File: src/lase_pkg.sv
`default_nettype none
package lase_pkg;

   // Default sizing, handed down from the top level
   localparam int SLOTS_DEF       = 4;
   localparam int ENCODERS_DEF    = 16;
   localparam int PLANES_DEF      = 8;
   localparam int BANK_FRAMES_DEF = 33;

   // Register reset values
   localparam logic [15:0] BANK_DUR_RESET  = 16'd500;
   localparam logic [7:0]  MAX_LEVEL_RESET = 8'd255;

   // Register indexes
   localparam logic [1:0] CSR_BANK_DURATION = 2'd0;
   localparam logic [1:0] CSR_MAX_LEVEL     = 2'd1;

   // Animation kind reserved for bank changes
   localparam logic [2:0] KIND_BANK = 3'd1;

   // Reciprocal of three for 8-bit values: (x * 171) >> 9
   localparam logic [15:0] THIRD_MUL   = 16'd171;
   localparam logic [7:0]  FRAME_SAT   = 8'd255;

   typedef enum logic [1:0] {
      REQ_TICK   = 2'd0,
      REQ_BANK   = 2'd1,
      REQ_CUSTOM = 2'd2,
      REQ_DRAW   = 2'd3
   } req_kind_type;

   typedef enum logic [1:0] {
      ST_OK        = 2'd0,
      ST_NO_SLOT   = 2'd1,
      ST_BAD_PARAM = 2'd2,
      ST_NO_ANIM   = 2'd3
   } status_type;

   typedef enum logic [1:0] {
      PH_UP,
      PH_DOWN,
      PH_COLOUR
   } phase_type;

   typedef struct packed {
      logic [1:0]  req_type;
      logic [31:0] now_ms;
      logic [7:0]  bank_sel;
      logic [2:0]  anim_kind;
      logic [7:0]  encoder_index;
      logic [31:0] length_ms;
      logic [7:0]  frame_count;
      logic [7:0]  red;
      logic [7:0]  green;
      logic [7:0]  blue;
   } req_type_type;

   typedef struct packed {
      logic [1:0]  status;
      logic [3:0]  slot_index;
      logic [15:0] redraw_mask;
      logic [4:0]  active_count;
      logic [2:0]  plane_index;
      logic        red_on;
      logic        green_on;
      logic        blue_on;
      logic        last;
   } rsp_type_type;

   typedef enum logic [3:0] {
      S_IDLE,
      S_CHECK,
      S_CANCEL,
      S_FILL,
      S_REPLY,
      S_TK_TEST,
      S_TK_PER,
      S_TK_Q,
      S_TK_UPD,
      S_FIND,
      S_DR_PREP,
      S_DR_W,
      S_DR_COL,
      S_EMIT
   } state_type;

   typedef enum logic [3:0] {
      OP_NONE,
      OP_LOAD,
      OP_CHECK,
      OP_CANCEL,
      OP_FILL,
      OP_REPLY,
      OP_TK_TEST,
      OP_TK_PER,
      OP_TK_Q,
      OP_TK_UPD,
      OP_FIND,
      OP_DR_PREP,
      OP_DR_W,
      OP_DR_COL,
      OP_EMIT
   } op_type;

   typedef struct packed {
      op_type op;
   } cmd_type;

   typedef struct packed {
      req_kind_type req_kind;
      logic         bad;
      logic         idx_last;
      logic         tk_skip;
      logic         tk_direct;
      logic         div_done;
      logic         quot_zero;
      logic         hit;
      logic         prep_div;
      logic         phase_colour;
      logic         chan_last;
      logic         plane_last;
   } stat_type;

endpackage
`default_nettype wire

File: src/lase_div.sv
`default_nettype none
module lase_div
   import lase_pkg::*;
(
   input  wire logic        clock,
   input  wire logic        reset,
   input  wire logic        start,
   input  wire logic [31:0] dividend,
   input  wire logic [31:0] divisor,
   output logic             done,
   output logic [31:0]      quotient
);

   logic        busy_ff, busy_in;
   logic        done_ff, done_in;
   logic [4:0]  cnt_ff, cnt_in;
   logic [31:0] rem_ff, rem_in;
   logic [31:0] quo_ff, quo_in;
   logic [31:0] den_ff, den_in;
   logic [32:0] shifted;
   logic [32:0] diff;

   // One quotient bit a cycle, restoring
   always_comb begin
      shifted = {rem_ff, quo_ff[31]};
      diff    = shifted - {1'b0, den_ff};
      busy_in = busy_ff;
      done_in = 1'b0;
      cnt_in  = cnt_ff;
      rem_in  = rem_ff;
      quo_in  = quo_ff;
      den_in  = den_ff;
      if (start) begin
         busy_in = 1'b1;
         cnt_in  = '0;
         rem_in  = '0;
         quo_in  = dividend;
         den_in  = divisor;
      end else if (busy_ff) begin
         if (!diff[32]) begin
            rem_in = diff[31:0];
         end else begin
            rem_in = shifted[31:0];
         end
         quo_in = {quo_ff[30:0], ~diff[32]};
         cnt_in = cnt_ff + 5'd1;
         if (cnt_ff == 5'd31) begin
            busy_in = 1'b0;
            done_in = 1'b1;
         end
      end
   end

   always_ff @(posedge clock) begin
      if (reset) begin
         busy_ff <= 1'b0;
         done_ff <= 1'b0;
      end else begin
         busy_ff <= busy_in;
         done_ff <= done_in;
      end
      cnt_ff <= cnt_in;
      rem_ff <= rem_in;
      quo_ff <= quo_in;
      den_ff <= den_in;
   end

   assign done     = done_ff;
   assign quotient = quo_ff;

endmodule
`default_nettype wire

File: src/lase_ctrl.sv
`default_nettype none
module lase_ctrl
   import lase_pkg::*;
(
   input  wire logic     clock,
   input  wire logic     reset,
   input  wire logic     start,
   output logic          busy,
   input  wire stat_type stat,
   output cmd_type       cmd
);

   state_type state_ff, state_in;

   // Next state
   always_comb begin
      state_in = state_ff;
      case (state_ff)
         S_IDLE:    if (start) state_in = S_CHECK;
         S_CHECK: begin
            case (stat.req_kind)
               REQ_TICK:   state_in = S_TK_TEST;
               REQ_BANK:   state_in = S_CANCEL;
               REQ_CUSTOM: state_in = stat.bad ? S_REPLY : S_CANCEL;
               REQ_DRAW:   state_in = stat.bad ? S_REPLY : S_FIND;
               default:    state_in = S_REPLY;
            endcase
         end
         S_CANCEL:  if (stat.idx_last) state_in = S_FILL;
         S_FILL:    state_in = S_REPLY;
         S_REPLY:   state_in = S_IDLE;
         S_TK_TEST: begin
            if (stat.tk_skip) begin
               if (stat.idx_last) state_in = S_REPLY;
            end else if (stat.tk_direct) begin
               state_in = S_TK_UPD;
            end else begin
               state_in = S_TK_PER;
            end
         end
         S_TK_PER:  if (stat.div_done) state_in = stat.quot_zero ? S_TK_UPD : S_TK_Q;
         S_TK_Q:    if (stat.div_done) state_in = S_TK_UPD;
         S_TK_UPD:  state_in = stat.idx_last ? S_REPLY : S_TK_TEST;
         S_FIND: begin
            if (stat.hit) state_in = S_DR_PREP;
            else if (stat.idx_last) state_in = S_REPLY;
         end
         S_DR_PREP: state_in = stat.prep_div ? S_DR_W : S_DR_COL;
         S_DR_W:    if (stat.div_done) state_in = stat.phase_colour ? S_DR_COL : S_EMIT;
         S_DR_COL:  state_in = stat.chan_last ? S_EMIT : S_DR_COL;
         S_EMIT:    if (stat.plane_last) state_in = S_IDLE;
         default:   state_in = S_IDLE;
      endcase
   end

   // Commands to the datapath
   always_comb begin
      cmd.op = OP_NONE;
      case (state_ff)
         S_IDLE:    cmd.op = start ? OP_LOAD : OP_NONE;
         S_CHECK:   cmd.op = OP_CHECK;
         S_CANCEL:  cmd.op = OP_CANCEL;
         S_FILL:    cmd.op = OP_FILL;
         S_REPLY:   cmd.op = OP_REPLY;
         S_TK_TEST: cmd.op = OP_TK_TEST;
         S_TK_PER:  cmd.op = OP_TK_PER;
         S_TK_Q:    cmd.op = OP_TK_Q;
         S_TK_UPD:  cmd.op = OP_TK_UPD;
         S_FIND:    cmd.op = OP_FIND;
         S_DR_PREP: cmd.op = OP_DR_PREP;
         S_DR_W:    cmd.op = OP_DR_W;
         S_DR_COL:  cmd.op = OP_DR_COL;
         S_EMIT:    cmd.op = OP_EMIT;
         default:   cmd.op = OP_NONE;
      endcase
   end

   always_ff @(posedge clock) begin
      if (reset) begin
         state_ff <= S_IDLE;
      end else begin
         state_ff <= state_in;
      end
   end

   assign busy = (state_ff != S_IDLE);

endmodule
`default_nettype wire

File: src/lase_datapath.sv
`default_nettype none
module lase_datapath
   import lase_pkg::*;
#(
   parameter int SLOTS       = SLOTS_DEF,
   parameter int ENCODERS    = ENCODERS_DEF,
   parameter int PLANES      = PLANES_DEF,
   parameter int BANK_FRAMES = BANK_FRAMES_DEF
) (
   input  wire logic         clock,
   input  wire logic         reset,
   input  wire cmd_type      cmd,
   output stat_type         stat,
   input  wire req_type_type req_data,
   output logic             rsp_valid,
   output rsp_type_type     rsp_data,
   input  wire logic         csr_write,
   input  wire logic [1:0]   csr_index,
   input  wire logic [15:0]  csr_wdata
);

   localparam int IW = (SLOTS > 1) ? $clog2(SLOTS) : 1;

   // Configuration registers
   logic [15:0] bank_dur_ff;
   logic [7:0]  max_level_ff;

   // Slot table
   logic        active_ff [SLOTS];
   logic [2:0]  kind_ff   [SLOTS];
   logic [31:0] start_ff  [SLOTS];
   logic [31:0] len_ff    [SLOTS];
   logic [7:0]  frame_ff  [SLOTS];
   logic [7:0]  frames_ff [SLOTS];
   logic [3:0]  enc_ff    [SLOTS];

   // Working registers for one item
   req_type_type req_ff;
   status_type   status_ff;
   logic [IW-1:0] idx_ff;
   logic [IW-1:0] free_ff;
   logic          found_ff;
   logic [3:0]    slot_out_ff;
   logic [15:0]   mask_ff;
   logic          any_ff;
   logic [31:0]   el_ff;
   logic [7:0]    q_ff;
   phase_type     phase_ff;
   logic [7:0]    w_ff;
   logic [7:0]    col_r_ff, col_g_ff, col_b_ff;
   logic [1:0]    chan_ff;
   logic [2:0]    plane_ff;

   // Divider hookup
   logic        div_start;
   logic [31:0] div_num, div_den;
   logic        div_done;
   logic [31:0] div_quot;

   lase_div u_div (
      .clock    (clock),
      .reset    (reset),
      .start    (div_start),
      .dividend (div_num),
      .divisor  (div_den),
      .done     (div_done),
      .quotient (div_quot)
   );

   // Current slot, addressed by the walk counter
   logic        cur_active;
   logic [2:0]  cur_kind;
   logic [31:0] cur_start, cur_len, cur_el;
   logic [7:0]  cur_frame, cur_frames;
   logic [3:0]  cur_enc;
   logic        cur_exp;

   assign cur_active = active_ff[idx_ff];
   assign cur_kind   = kind_ff[idx_ff];
   assign cur_start  = start_ff[idx_ff];
   assign cur_len    = len_ff[idx_ff];
   assign cur_frame  = frame_ff[idx_ff];
   assign cur_frames = frames_ff[idx_ff];
   assign cur_enc    = enc_ff[idx_ff];
   assign cur_el     = req_ff.now_ms - cur_start;
   assign cur_exp    = (cur_el >= cur_len);

   req_kind_type req_kind;
   logic [2:0]   cancel_kind;
   logic         kind_match;
   logic         idx_last;
   logic         enc_bad;
   logic         bad;
   logic [3:0]   bank_enc;
   logic [15:0]  cur_bit;
   logic         hit;

   assign req_kind    = req_kind_type'(req_ff.req_type);
   assign cancel_kind = (req_kind == REQ_BANK) ? KIND_BANK : req_ff.anim_kind;
   assign kind_match  = cur_active && (cur_kind == cancel_kind);
   assign idx_last    = (idx_ff == IW'(SLOTS - 1));
   assign enc_bad     = ({1'b0, req_ff.encoder_index} >= 9'(ENCODERS));
   assign bad         = ((req_kind == REQ_CUSTOM) && (enc_bad || (req_ff.frame_count == 8'd0)))
                     || ((req_kind == REQ_DRAW) && enc_bad);
   assign bank_enc    = (req_ff.bank_sel < 8'd4) ? {2'b00, 2'd3 - req_ff.bank_sel[1:0]} : 4'd3;
   assign cur_bit     = 16'd1 << cur_enc;
   assign hit         = cur_active && (cur_enc == req_ff.encoder_index[3:0])
                     && (cur_kind == KIND_BANK);

   // Draw ramp set-up for the selected slot
   logic [7:0]  tot, fr, seg, span, off;
   logic [8:0]  seg2;
   logic [15:0] third_prod;
   logic [15:0] ramp_prod;
   phase_type   phase;

   always_comb begin
      tot        = cur_frames;
      fr         = (cur_frame > tot) ? tot : cur_frame;
      third_prod = {8'd0, tot} * THIRD_MUL;
      seg        = {1'b0, third_prod[15:9]};
      seg2       = {seg, 1'b0};
      span       = 8'({1'b0, tot} - seg2);
      if (fr < seg) begin
         phase = PH_UP;
         off   = fr;
      end else if ({1'b0, fr} < seg2) begin
         phase = PH_DOWN;
         off   = fr - seg;
      end else begin
         phase = PH_COLOUR;
         off   = 8'({1'b0, fr} - seg2);
      end
      ramp_prod = {8'd0, off} * {8'd0, max_level_ff};
   end

   logic        prep_div;
   logic [7:0]  chan_col;
   logic [15:0] col_prod;
   logic [15:0] col_sum;
   logic [7:0]  col_scaled;

   assign prep_div = (phase != PH_COLOUR) || (span != 8'd0);
   assign chan_col = (chan_ff == 2'd0) ? req_ff.red :
                     (chan_ff == 2'd1) ? req_ff.green : req_ff.blue;
   assign col_prod = {8'd0, chan_col} * {8'd0, w_ff};
   // x / 255 as (x + (x >> 8) + 1) >> 8, exact for x up to 255 * 255
   assign col_sum    = col_prod + {8'd0, col_prod[15:8]} + 16'd1;
   assign col_scaled = col_sum[15:8];

   // Divider requests
   always_comb begin
      div_start = 1'b0;
      div_num   = '0;
      div_den   = '0;
      case (cmd.op)
         OP_TK_TEST: begin
            div_start = cur_active && !cur_exp && (cur_frames != 8'd0);
            div_num   = cur_len;
            div_den   = {24'd0, cur_frames};
         end
         OP_TK_PER: begin
            div_start = div_done && (div_quot != 32'd0);
            div_num   = el_ff;
            div_den   = div_quot;
         end
         OP_DR_PREP: begin
            div_start = prep_div;
            div_num   = {16'd0, ramp_prod};
            div_den   = (phase == PH_COLOUR) ? {24'd0, span} : {24'd0, seg};
         end
         default: begin
            div_start = 1'b0;
         end
      endcase
   end

   // Status to the controller
   always_comb begin
      stat.req_kind     = req_kind;
      stat.bad          = bad;
      stat.idx_last     = idx_last;
      stat.tk_skip      = !cur_active || cur_exp;
      stat.tk_direct    = (cur_frames == 8'd0);
      stat.div_done     = div_done;
      stat.quot_zero    = (div_quot == 32'd0);
      stat.hit          = hit;
      stat.prep_div     = prep_div;
      stat.phase_colour = (phase_ff == PH_COLOUR);
      stat.chan_last    = (chan_ff == 2'd2);
      stat.plane_last   = (plane_ff == 3'(PLANES - 1));
   end

   // Configuration writes
   always_ff @(posedge clock) begin
      if (reset) begin
         bank_dur_ff  <= BANK_DUR_RESET;
         max_level_ff <= MAX_LEVEL_RESET;
      end else if (csr_write) begin
         if (csr_index == CSR_BANK_DURATION) bank_dur_ff <= csr_wdata;
         if (csr_index == CSR_MAX_LEVEL) max_level_ff <= csr_wdata[7:0];
      end
   end

   // Slot valid bits
   always_ff @(posedge clock) begin
      if (reset) begin
         for (int i = 0; i < SLOTS; i++) active_ff[i] <= 1'b0;
      end else begin
         case (cmd.op)
            OP_CANCEL:  if (kind_match) active_ff[idx_ff] <= 1'b0;
            OP_FILL:    if (found_ff) active_ff[free_ff] <= 1'b1;
            OP_TK_TEST: if (cur_active && cur_exp) active_ff[idx_ff] <= 1'b0;
            default: begin
            end
         endcase
      end
   end

   // Slot payload and per-item working state
   always_ff @(posedge clock) begin
      case (cmd.op)
         OP_LOAD: begin
            req_ff      <= req_data;
            status_ff   <= ST_OK;
            idx_ff      <= '0;
            found_ff    <= 1'b0;
            slot_out_ff <= '0;
            mask_ff     <= '0;
            any_ff      <= 1'b0;
            chan_ff     <= '0;
            plane_ff    <= '0;
         end
         OP_CHECK: begin
            status_ff <= bad ? ST_BAD_PARAM : ST_OK;
         end
         OP_CANCEL: begin
            if (kind_match) mask_ff <= mask_ff | cur_bit;
            if (!found_ff && (!cur_active || kind_match)) begin
               found_ff <= 1'b1;
               free_ff  <= idx_ff;
            end
            idx_ff <= idx_ff + 1'b1;
         end
         OP_FILL: begin
            if (found_ff) begin
               slot_out_ff       <= 4'(free_ff);
               start_ff[free_ff] <= req_ff.now_ms;
               frame_ff[free_ff] <= 8'd0;
               if (req_kind == REQ_BANK) begin
                  kind_ff[free_ff]   <= KIND_BANK;
                  len_ff[free_ff]    <= {16'd0, bank_dur_ff};
                  frames_ff[free_ff] <= 8'(BANK_FRAMES);
                  enc_ff[free_ff]    <= bank_enc;
               end else begin
                  kind_ff[free_ff]   <= req_ff.anim_kind;
                  len_ff[free_ff]    <= req_ff.length_ms;
                  frames_ff[free_ff] <= req_ff.frame_count;
                  enc_ff[free_ff]    <= req_ff.encoder_index[3:0];
               end
            end else begin
               status_ff <= ST_NO_SLOT;
            end
         end
         OP_TK_TEST: begin
            el_ff <= cur_el;
            q_ff  <= FRAME_SAT;
            if (!cur_active || cur_exp) begin
               if (cur_active) begin
                  mask_ff <= mask_ff | cur_bit;
                  any_ff  <= 1'b1;
               end
               idx_ff <= idx_ff + 1'b1;
            end
         end
         OP_TK_Q: begin
            if (div_done) q_ff <= (div_quot[31:8] != 24'd0) ? FRAME_SAT : div_quot[7:0];
         end
         OP_TK_UPD: begin
            if (q_ff != cur_frame) begin
               frame_ff[idx_ff] <= q_ff;
               any_ff           <= 1'b1;
            end
            idx_ff <= idx_ff + 1'b1;
         end
         OP_FIND: begin
            if (!hit) begin
               if (idx_last) status_ff <= ST_NO_ANIM;
               idx_ff <= idx_ff + 1'b1;
            end
         end
         OP_DR_PREP: begin
            phase_ff <= phase;
            w_ff     <= FRAME_SAT;
         end
         OP_DR_W: begin
            if (div_done) begin
               if (phase_ff == PH_COLOUR) begin
                  w_ff <= div_quot[7:0];
               end else if (phase_ff == PH_DOWN) begin
                  col_r_ff <= max_level_ff - div_quot[7:0];
                  col_g_ff <= max_level_ff - div_quot[7:0];
                  col_b_ff <= max_level_ff - div_quot[7:0];
               end else begin
                  col_r_ff <= div_quot[7:0];
                  col_g_ff <= div_quot[7:0];
                  col_b_ff <= div_quot[7:0];
               end
            end
         end
         OP_DR_COL: begin
            case (chan_ff)
               2'd0:    col_r_ff <= col_scaled;
               2'd1:    col_g_ff <= col_scaled;
               default: col_b_ff <= col_scaled;
            endcase
            chan_ff <= chan_ff + 2'd1;
         end
         OP_EMIT: begin
            plane_ff <= plane_ff + 3'd1;
         end
         default: begin
         end
      endcase
   end

   // Table summaries
   logic [4:0]  active_count;
   logic [15:0] active_or;

   always_comb begin
      active_count = '0;
      active_or    = '0;
      for (int i = 0; i < SLOTS; i++) begin
         active_count = active_count + {4'd0, active_ff[i]};
         if (active_ff[i]) active_or = active_or | (16'd1 << enc_ff[i]);
      end
   end

   // Result beat
   always_comb begin
      rsp_valid             = (cmd.op == OP_REPLY) || (cmd.op == OP_EMIT);
      rsp_data.status       = status_ff;
      rsp_data.slot_index   = slot_out_ff;
      rsp_data.redraw_mask  = mask_ff | (any_ff ? active_or : 16'd0);
      rsp_data.active_count = active_count;
      rsp_data.plane_index  = 3'd0;
      rsp_data.red_on       = 1'b0;
      rsp_data.green_on     = 1'b0;
      rsp_data.blue_on      = 1'b0;
      rsp_data.last         = 1'b1;
      if (cmd.op == OP_EMIT) begin
         rsp_data.status      = ST_OK;
         rsp_data.slot_index  = 4'd0;
         rsp_data.redraw_mask = 16'd0;
         rsp_data.plane_index = plane_ff;
         rsp_data.red_on      = col_r_ff[plane_ff];
         rsp_data.green_on    = col_g_ff[plane_ff];
         rsp_data.blue_on     = col_b_ff[plane_ff];
         rsp_data.last        = (plane_ff == 3'(PLANES - 1));
      end
   end

endmodule
`default_nettype wire

File: src/led_animation_slot_engine.sv
`default_nettype none
// Timed LED animation slot table. A request is taken when start is high and
// busy is low; its results come back as one-cycle beats on rsp_valid and
// cannot be held off, so the receiver must take every beat as it appears.
// Starts and errors give one beat; a tick gives one; a successful draw gives
// one beat per brightness plane, the final beat marked by last. The slots are
// walked one per cycle, but a tick waits on a shared serial divider for each
// slot still running, first for the frame period and, unless that is zero,
// then for the frame. A start walks every slot, cancelling those of its kind,
// and then fills the free one; a draw walks the slots until it finds the bank
// slot of its encoder, divides for the ramp level, scales each colour channel
// in the colour part of the ramp and then gives its beats one per cycle.
// Write registers through csr_ only while busy is low and no beats are due.
module led_animation_slot_engine
   import lase_pkg::*;
#(
   parameter int SLOTS       = SLOTS_DEF,
   parameter int ENCODERS    = ENCODERS_DEF,
   parameter int PLANES      = PLANES_DEF,
   parameter int BANK_FRAMES = BANK_FRAMES_DEF
) (
   input  wire logic         clock,
   input  wire logic         reset,
   input  wire logic         start,
   output logic             busy,
   input  wire req_type_type req_data,
   output logic             rsp_valid,
   output rsp_type_type     rsp_data,
   input  wire logic         csr_valid,
   output logic             csr_ready,
   input  wire logic [1:0]   csr_index,
   input  wire logic [15:0]  csr_wdata
);

   cmd_type  cmd;
   stat_type stat;

   // Register port never stalls
   assign csr_ready = 1'b1;

   lase_ctrl u_ctrl (
      .clock (clock),
      .reset (reset),
      .start (start),
      .busy  (busy),
      .stat  (stat),
      .cmd   (cmd)
   );

   lase_datapath #(
      .SLOTS       (SLOTS),
      .ENCODERS    (ENCODERS),
      .PLANES      (PLANES),
      .BANK_FRAMES (BANK_FRAMES)
   ) u_datapath (
      .clock     (clock),
      .reset     (reset),
      .cmd       (cmd),
      .stat      (stat),
      .req_data  (req_data),
      .rsp_valid (rsp_valid),
      .rsp_data  (rsp_data),
      .csr_write (csr_valid & csr_ready),
      .csr_index (csr_index),
      .csr_wdata (csr_wdata)
   );

endmodule
`default_nettype wire

File: config.mk
export PLATFORM = sky130hd
export DESIGN_NAME = led_animation_slot_engine
export DESIGN_NICKNAME = d
export VERILOG_FILES = /design/src/lase_pkg.sv /design/src/lase_div.sv /design/src/lase_ctrl.sv /design/src/lase_datapath.sv /design/src/led_animation_slot_engine.sv
export SDC_FILE = /design/constraint.sdc
export NUM_CORES = 2
export LEC_CHECK = 0
export ABC_CLOCK_PERIOD_IN_PS = 35400
export CORE_MARGIN = 4
export CORE_UTILIZATION = 60
export CTS_CLUSTER_SIZE = 12
export DETAILED_ROUTE_END_ITERATION = 10
export DONT_BUFFER_PORTS = 1
export GPL_TIMING_DRIVEN = 0
export PLACE_DENSITY_LB_ADDON = 0.1
export RECOVER_POWER = 50
export SETUP_SLACK_MARGIN = 0.4
export SYNTH_ARGS = -nofsm -noshare
export SYNTH_HDL_FRONTEND = slang
export SYNTH_HIERARCHICAL = 1
export SYNTH_SLANG_ARGS = --single-unit
File: constraint.sdc
create_clock -name clock -period 35.4 [get_ports clock]
set_input_delay 0 -clock clock [delete_from_list [all_inputs] [get_ports clock]]
set_output_delay 0 -clock clock [all_outputs]
set_load 0.05 [all_outputs]
After elaboration in Yosys (flattened, before gate mapping)
Memory sizes are Yosys's and may differ from the RTL's. A register that Yosys moved wholly into a read port is not among the register bits.
Cells that the tools add are included.
{ "word_totals": {"ram_bits": 352, "memories": 7, "in_bits": 139, "elab_cells": 353, "register_bits": 355} }
{ "memory_table": {"columns": ["name", "words", "word_bits", "rd", "rd_clocked_by_memory_dff", "wr", "line_no", "source"], "rows": [
  ["u_datapath.len_ff", 4, 32, 1, 1, 1, "lase_datapath.sv:32", "logic [31:0] len_ff [SLOTS];"],
  ["u_datapath.start_ff", 4, 32, 1, 1, 1, "lase_datapath.sv:31", "logic [31:0] start_ff [SLOTS];"],
  ["u_datapath.frame_ff", 4, 8, 1, 1, 1, "lase_datapath.sv:33", "logic [7:0] frame_ff [SLOTS];"],
  ["u_datapath.frames_ff", 4, 8, 1, 1, 1, "lase_datapath.sv:34", "logic [7:0] frames_ff [SLOTS];"],
  ["u_datapath.enc_ff", 4, 4, 5, 1, 1, "lase_datapath.sv:35", "logic [3:0] enc_ff [SLOTS];"],
  ["u_datapath.kind_ff", 4, 3, 1, 1, 1, "lase_datapath.sv:30", "logic [2:0] kind_ff [SLOTS];"],
  ["1 more memories", null, null, null, null, null, null, null]
]} }
{ "classes": {"n_shift": 5, "addsub": 16, "n_reduce_logical": 64, "eq_ne": 66, "multipliers": 3, "bitwise_logic": 12, "order_cmp": 7, "n_mux": 138} }
{ "ops": {"columns": ["op", "count"], "rows": [
  ["one-hot mux 32 bit (3 select lines)", 2],
  ["two-way mux 8 bit", 18],
  ["two-way mux 16 bit", 8],
  ["two-way mux 32 bit", 4],
  ["bitwise OR 16 bit", 5],
  ["one-hot mux 8 bit (2 select lines)", 5],
  ["<< shifter 1 x 4 -> 16 bit (first input constant)", 5],
  ["two-way mux 4 bit", 14],
  ["one-hot mux 4 bit (14 select lines)", 1],
  ["equality test 4 bit (second input constant)", 13],
  ["one-hot mux 4 bit (13 select lines)", 1],
  ["one-hot mux 16 bit (3 select lines)", 1],
  ["two-way mux 1 bit", 47],
  ["two-way mux 2 bit", 19],
  ["subtractor 33 x 32 -> 33 bit", 1],
  ["equality test 4 x 3 -> 1 bit (second input constant)", 8],
  [">= comparator 32 bit", 1],
  ["zero test 32 bit", 1],
  ["multiplier 8 x 8 -> 16 bit", 2],
  ["nonzero test 32 bit", 1],
  ["subtractor 32 bit", 1],
  ["inequality test 2 x 1 -> 1 bit (second input constant)", 12],
  ["AND reduction 4 bit", 6],
  ["nonzero test 24 bit", 1],
  ["58 further kinds", 134]
]} }

Depth between registers and ports, before layout
{ "depth": {"ltp_word": 12, "ltp_mapped": 47} }

Modules after synthesis
Netlist, hierarchy kept.
{ "modules_own_cells": {"columns": ["mod", "instances", "cells_per_inst", "area_per_inst_um2"], "rows": [
  ["lase_datapath", 1, 2649, 33583.5],
  ["lase_div", 1, 551, 5654.2],
  ["lase_ctrl", 1, 94, 680.7],
  ["led_animation_slot_engine", 1, 2, 11.3]
]} }

Worst setup path after synthesis
OpenSTA, ideal clock, no wires.
{ "synth_path": {"path_type": "flip-flop to flip-flop", "startpoint": "reg with a tool-made name", "endpoint": "reg u_datapath.u_div.quo_ff[15] (netlist: u_datapath/u_div/quotient[15]), data pin", "slack_ns": 24.225, "stages_incl_launch_ff": 46, "arrival_ns": 10.915, "setup_ns": 0.260, "path_buffers": 3, "cell_sequence": "dfxtp_1 > buf_6 > buf_2 > buf_2 > mux4_2 > ha_1 > fa_1 > fa_1 > inv_1 > fa_1 > inv_1 > ha_1 > nand2_1 > o21a_1 > o21ai_0 > xnor2_1 > inv_1 > fa_1 > [10 not listed] > fa_1 > inv_1 > fa_1 > inv_1 > fa_1 > inv_1 > ha_1 > inv_1 > o21bai_1 > a21oi_1 > o21bai_1 > a21oi_1 > nor2b_1 > o21a_1 > o41a_1 > xnor2_1 > o21ai_0 > mux2_2"} }
{ "synth_rtl": {"columns": ["element", "line_no", "source"], "rows": [
  ["to (signal assigned)", "lase_div.sv:64", "quo_ff <= quo_in;"],
  ["to (decl)", "lase_div.sv:18", "logic [31:0] quo_ff, quo_in;"]
]} }

==> results_dict.tcl <==
set metrics [dict create \
    synth_top_family_by_area "adder cells" \
    grt_pass1_wl_mm 167 \
    drv_cap 5 \
    layout.nets 4135 \
    outcome "finished, violations left" \
    fmax_mhz 70.9 \
    gr-max-usage-layer "met2" \
    antenna_left 0 \
    clock_latency_ns 0.64 \
    grt_pass1_vias 28600 \
    cts.sinks 707 \
    hpwlAfterDp_mm 75.4 \
    cts_tree "built" \
    synthMuxAreaShare 0.0720 \
    io_pins 176 \
    worstSetupEndpointType "register" \
    ctsRootBufferMaster "clkbuf_16" \
    multi_input_area_um2 17600 \
    drt_iter0_drc 2924 \
    finalNonFillerCells 4575 \
    hp-class "in2reg" \
    layout-drive-gt1-share 0.0841 \
    critPathRequiredTime_ns 35.78 \
    drc 0 \
    synth_compound_area_frac 0.100 \
    die_x_um 266 \
    cp_common_cell "inv_1" \
    maxSlewViolCount 122 \
    grtUsageMet1 0.429 \
    vias 28300 \
    ff_latch_area_um2 20500 \
    fin_worst_skew_ns 0.0422 \
    start_util 0.606 \
    synthFlopType "edfxtp_1" \
    synth_xor_area_frac 0.0291 \
    min-delay-start "req_data[4]" \
    wirelength_mm 108 \
    path_class "reg2reg" \
    netlist_area_um2 39900 \
    worst_slew_pin_slew_ns 2.13 \
    cp-start-kind "register" \
    syn_inst 3296 \
    worstPathMaxFanout 10 \
    fin_util 0.701 \
    grtUsageMet2 0.502 \
    area.growth.synth_to_final_pct 15.6 \
    cts_buffers 76 \
    arrival_ns 14.49 \
    antenna_found_initial 1 \
    slowest_delay_ns 0.88 \
    finalCriticalPeriod_ns 14.11 \
    cts_setup_buffers 0 \
    synth-edff-count 638 \
    synth-seq-cells 707 \
    synth_cell_type_count 104 \
    coreArea_um2 65900 \
    synth-async-reset-ratio 0 \
    wire_per_inst_um 23.7 \
    relSlewSlack -0.419 \
    routabilityCongestion 0.938 \
    fin_crit_sh 0.399 \
    setup_viol 0 \
    port_buffers 0 \
    grt_use_met3 0.0430 \
    routed_via_density 6.19 \
    grt.total_usage 0.306 \
    fillCellCount 4596 \
    dieArea_um2 70700 \
    seq_area_frac_synth 0.514 \
    path_clk_slew_ns 0.06 \
    synthSimpleGateAreaFrac 0.112 \
    tns_ns 0 \
    dr.pass1.iters 5 \
    rows 94 \
    htree_levels 3 \
    synthAdderAreaFrac 0.127 \
    hold_viol 0 \
    yosysWarnings 6 \
    cts_resized 0 \
    grt_max_degree 81 \
    grt_setup_unrepaired "false" \
    overflow 0 \
    synth_area_per_cell_um2 12.1 \
    clk_path_buf_depth 3 \
    dieHeight_um 266 \
    violations "capacitance limit, slew limit" \
    slowest_stage "mux2i_1" \
    placedCellCount 4180 \
]
==> sequential cells by signal, indices dropped and copies added, names as in the netlist, 3 cells and up, named ones only <==
signal / flops
u_datapath/col_g_ff: 8
u_datapath/plane_ff: 3
u_datapath/u_div/rem_ff: 32
u_datapath/col_r_ff: 8
u_datapath/bank_dur_ff: 16
u_datapath/u_div/quotient: 32
u_datapath/max_level_ff: 8
u_datapath/len_ff: 128
u_datapath/u_div/cnt_ff: 5
u_ctrl/state_ff: 4
u_datapath/q_ff: 8
u_datapath/mask_ff: 16
u_datapath/req_ff: 115
u_datapath/active_ff: 4
u_datapath/enc_ff: 16
u_datapath/u_div/den_ff: 32
u_datapath/kind_ff: 12
u_datapath/start_ff: 128
u_datapath/col_b_ff: 8
u_datapath/el_ff: 32
u_datapath/w_ff: 8
u_datapath/frames_ff: 32
u_datapath/frame_ff: 32
==> cell families after synthesis <==
kind of cell,count (synthesis)
flip-flops,707
AND/OR/NAND/NOR,900
buffers and inverters,445
XOR/XNOR,131
other,2
AO/OA/AOI/OAI,597
adder cells (fa/ha/maj),350
multiplexers,164
==> stage by stage <==
step           setup slack [ns]  instance area [um2]  hold WS [ns]
2_1_floorplan             24.23                39900        0.0691
3_3_place_gp              21.88                41000        0.0818
3_5_place_dp              21.66                41300        0.0808
4_1_cts                   21.59                46200       0.00227
5_1_grt                   20.56                46100       0.00681
6_report                  21.29                46100        0.0259
==> cell type report <==
cell class,count,share of cell area
diodes,1,0.0000542
plain buffers,122,0.0124
clock buffers,111,0.0449
clock inverters,26,0.00681
inverters,323,0.0264
multi-input cells,2147,0.382
flip-flops and latches,707,0.445
well taps,864,0.0234
repair buffers,274,0.0594
==> cell usage after synthesis (6+ instances only) <==
cell,count,area (um2)
buf_1,11,41.3
mux4_2,92,2070
nand3b_1,23,173
a22o_1,22,193
nand2_1,273,1020
nor3_1,38,190
nand4_1,20,125
o221ai_1,11,96.3
edfxtp_1,638,19200
a311oi_1,21,184
fa_1,91,1820
xor2_1,31,272
a211o_1,6,52.6
inv_1,320,1200
a31oi_1,16,100
nor4_1,18,113
o21a_1,14,105
ha_1,254,3180
mux2i_1,30,300
o21ai_0,103,515
o21ai_1,9,45.0
nand3_1,37,185
or2_2,8,50.1
o22ai_1,17,106
dfxtp_1,69,1380
a22oi_1,21,158
clkbuf_1,77,289
nand2b_1,51,319
o21bai_1,20,150
nor2_1,190,713
a21o_1,69,518
and2_1,114,713
o211ai_1,7,52.6
nor2b_1,38,238
buf_6,8,90.1
buf_4,13,97.6
a211oi_1,13,97.6
buf_2,13,65.1
xnor2_1,98,858
or3_1,13,81.3
a21oi_1,168,841
and3_1,45,282
mux2_2,40,450
a21boi_0,6,45.0
==> final timing paths <==
path / end / slack, ns / cells past startpoint
worst min-delay path: u_datapath/req_ff[4] / 0.03 / 1
worst min register to register: u_datapath/bank_dur_ff[15] / 0.48 / 2
worst max-delay path: u_datapath/u_div/quotient[15] / 21.29 / 45
worst max register to register: u_datapath/u_div/quotient[15] / 21.29 / 45
==> worst max-delay path: cells and delay by family, from the launching register on <==
family	cells	cell delay, ns
xor+xnor	2	0.87
mux	3	1.76
fa+ha+maj	11	5.04
simple gates	4	0.75
compound gates	14	2.65
buf+inv	11	2.43
flops	1	0.30
==> cell usage in the layout, fill, tap and decap left out, drive strengths merged, types with 30 or more instances in the layout <==
cell | Yosys | final
nand2 | 273 | 273
nor2b | 38 | 38
inv | 322 | 324
nand3 | 37 | 37
buf | 45 | 48
xor2 | 31 | 31
ha | 254 | 254
nor2 | 191 | 191
edfxtp | 638 | 638
and3 | 45 | 45
nor3 | 39 | 39
mux4 | 94 | 94
dfxtp | 69 | 69
a21oi | 170 | 170
xnor2 | 100 | 100
nand2b | 51 | 51
and2 | 117 | 117
a21o | 69 | 69
dlygate4sd3 | 0 | 255
fa | 91 | 91
o21ai | 113 | 113
mux2 | 40 | 40
clkbuf | 77 | 204
mux2i | 30 | 30
==> routing by layer <==
layer	wire length (um)	part of all wire	vias to the layer above
li1	-	-	12700
met1	44200	0.41	14100
met2	51900	0.48	1286
met3	8230	0.076	237
met4	3980	0.037	0
met5	0	0	-
==> what timing repair did <==
item                       in CTS  in global routing
hold buffers                  251                  4
hold endpoints to repair      153                  4
setup endpoints to repair       0                  0
Power is left out: the tool's default activity adds up to more than one toggle a clock period on the data nets, which glitch-free logic cannot reach.
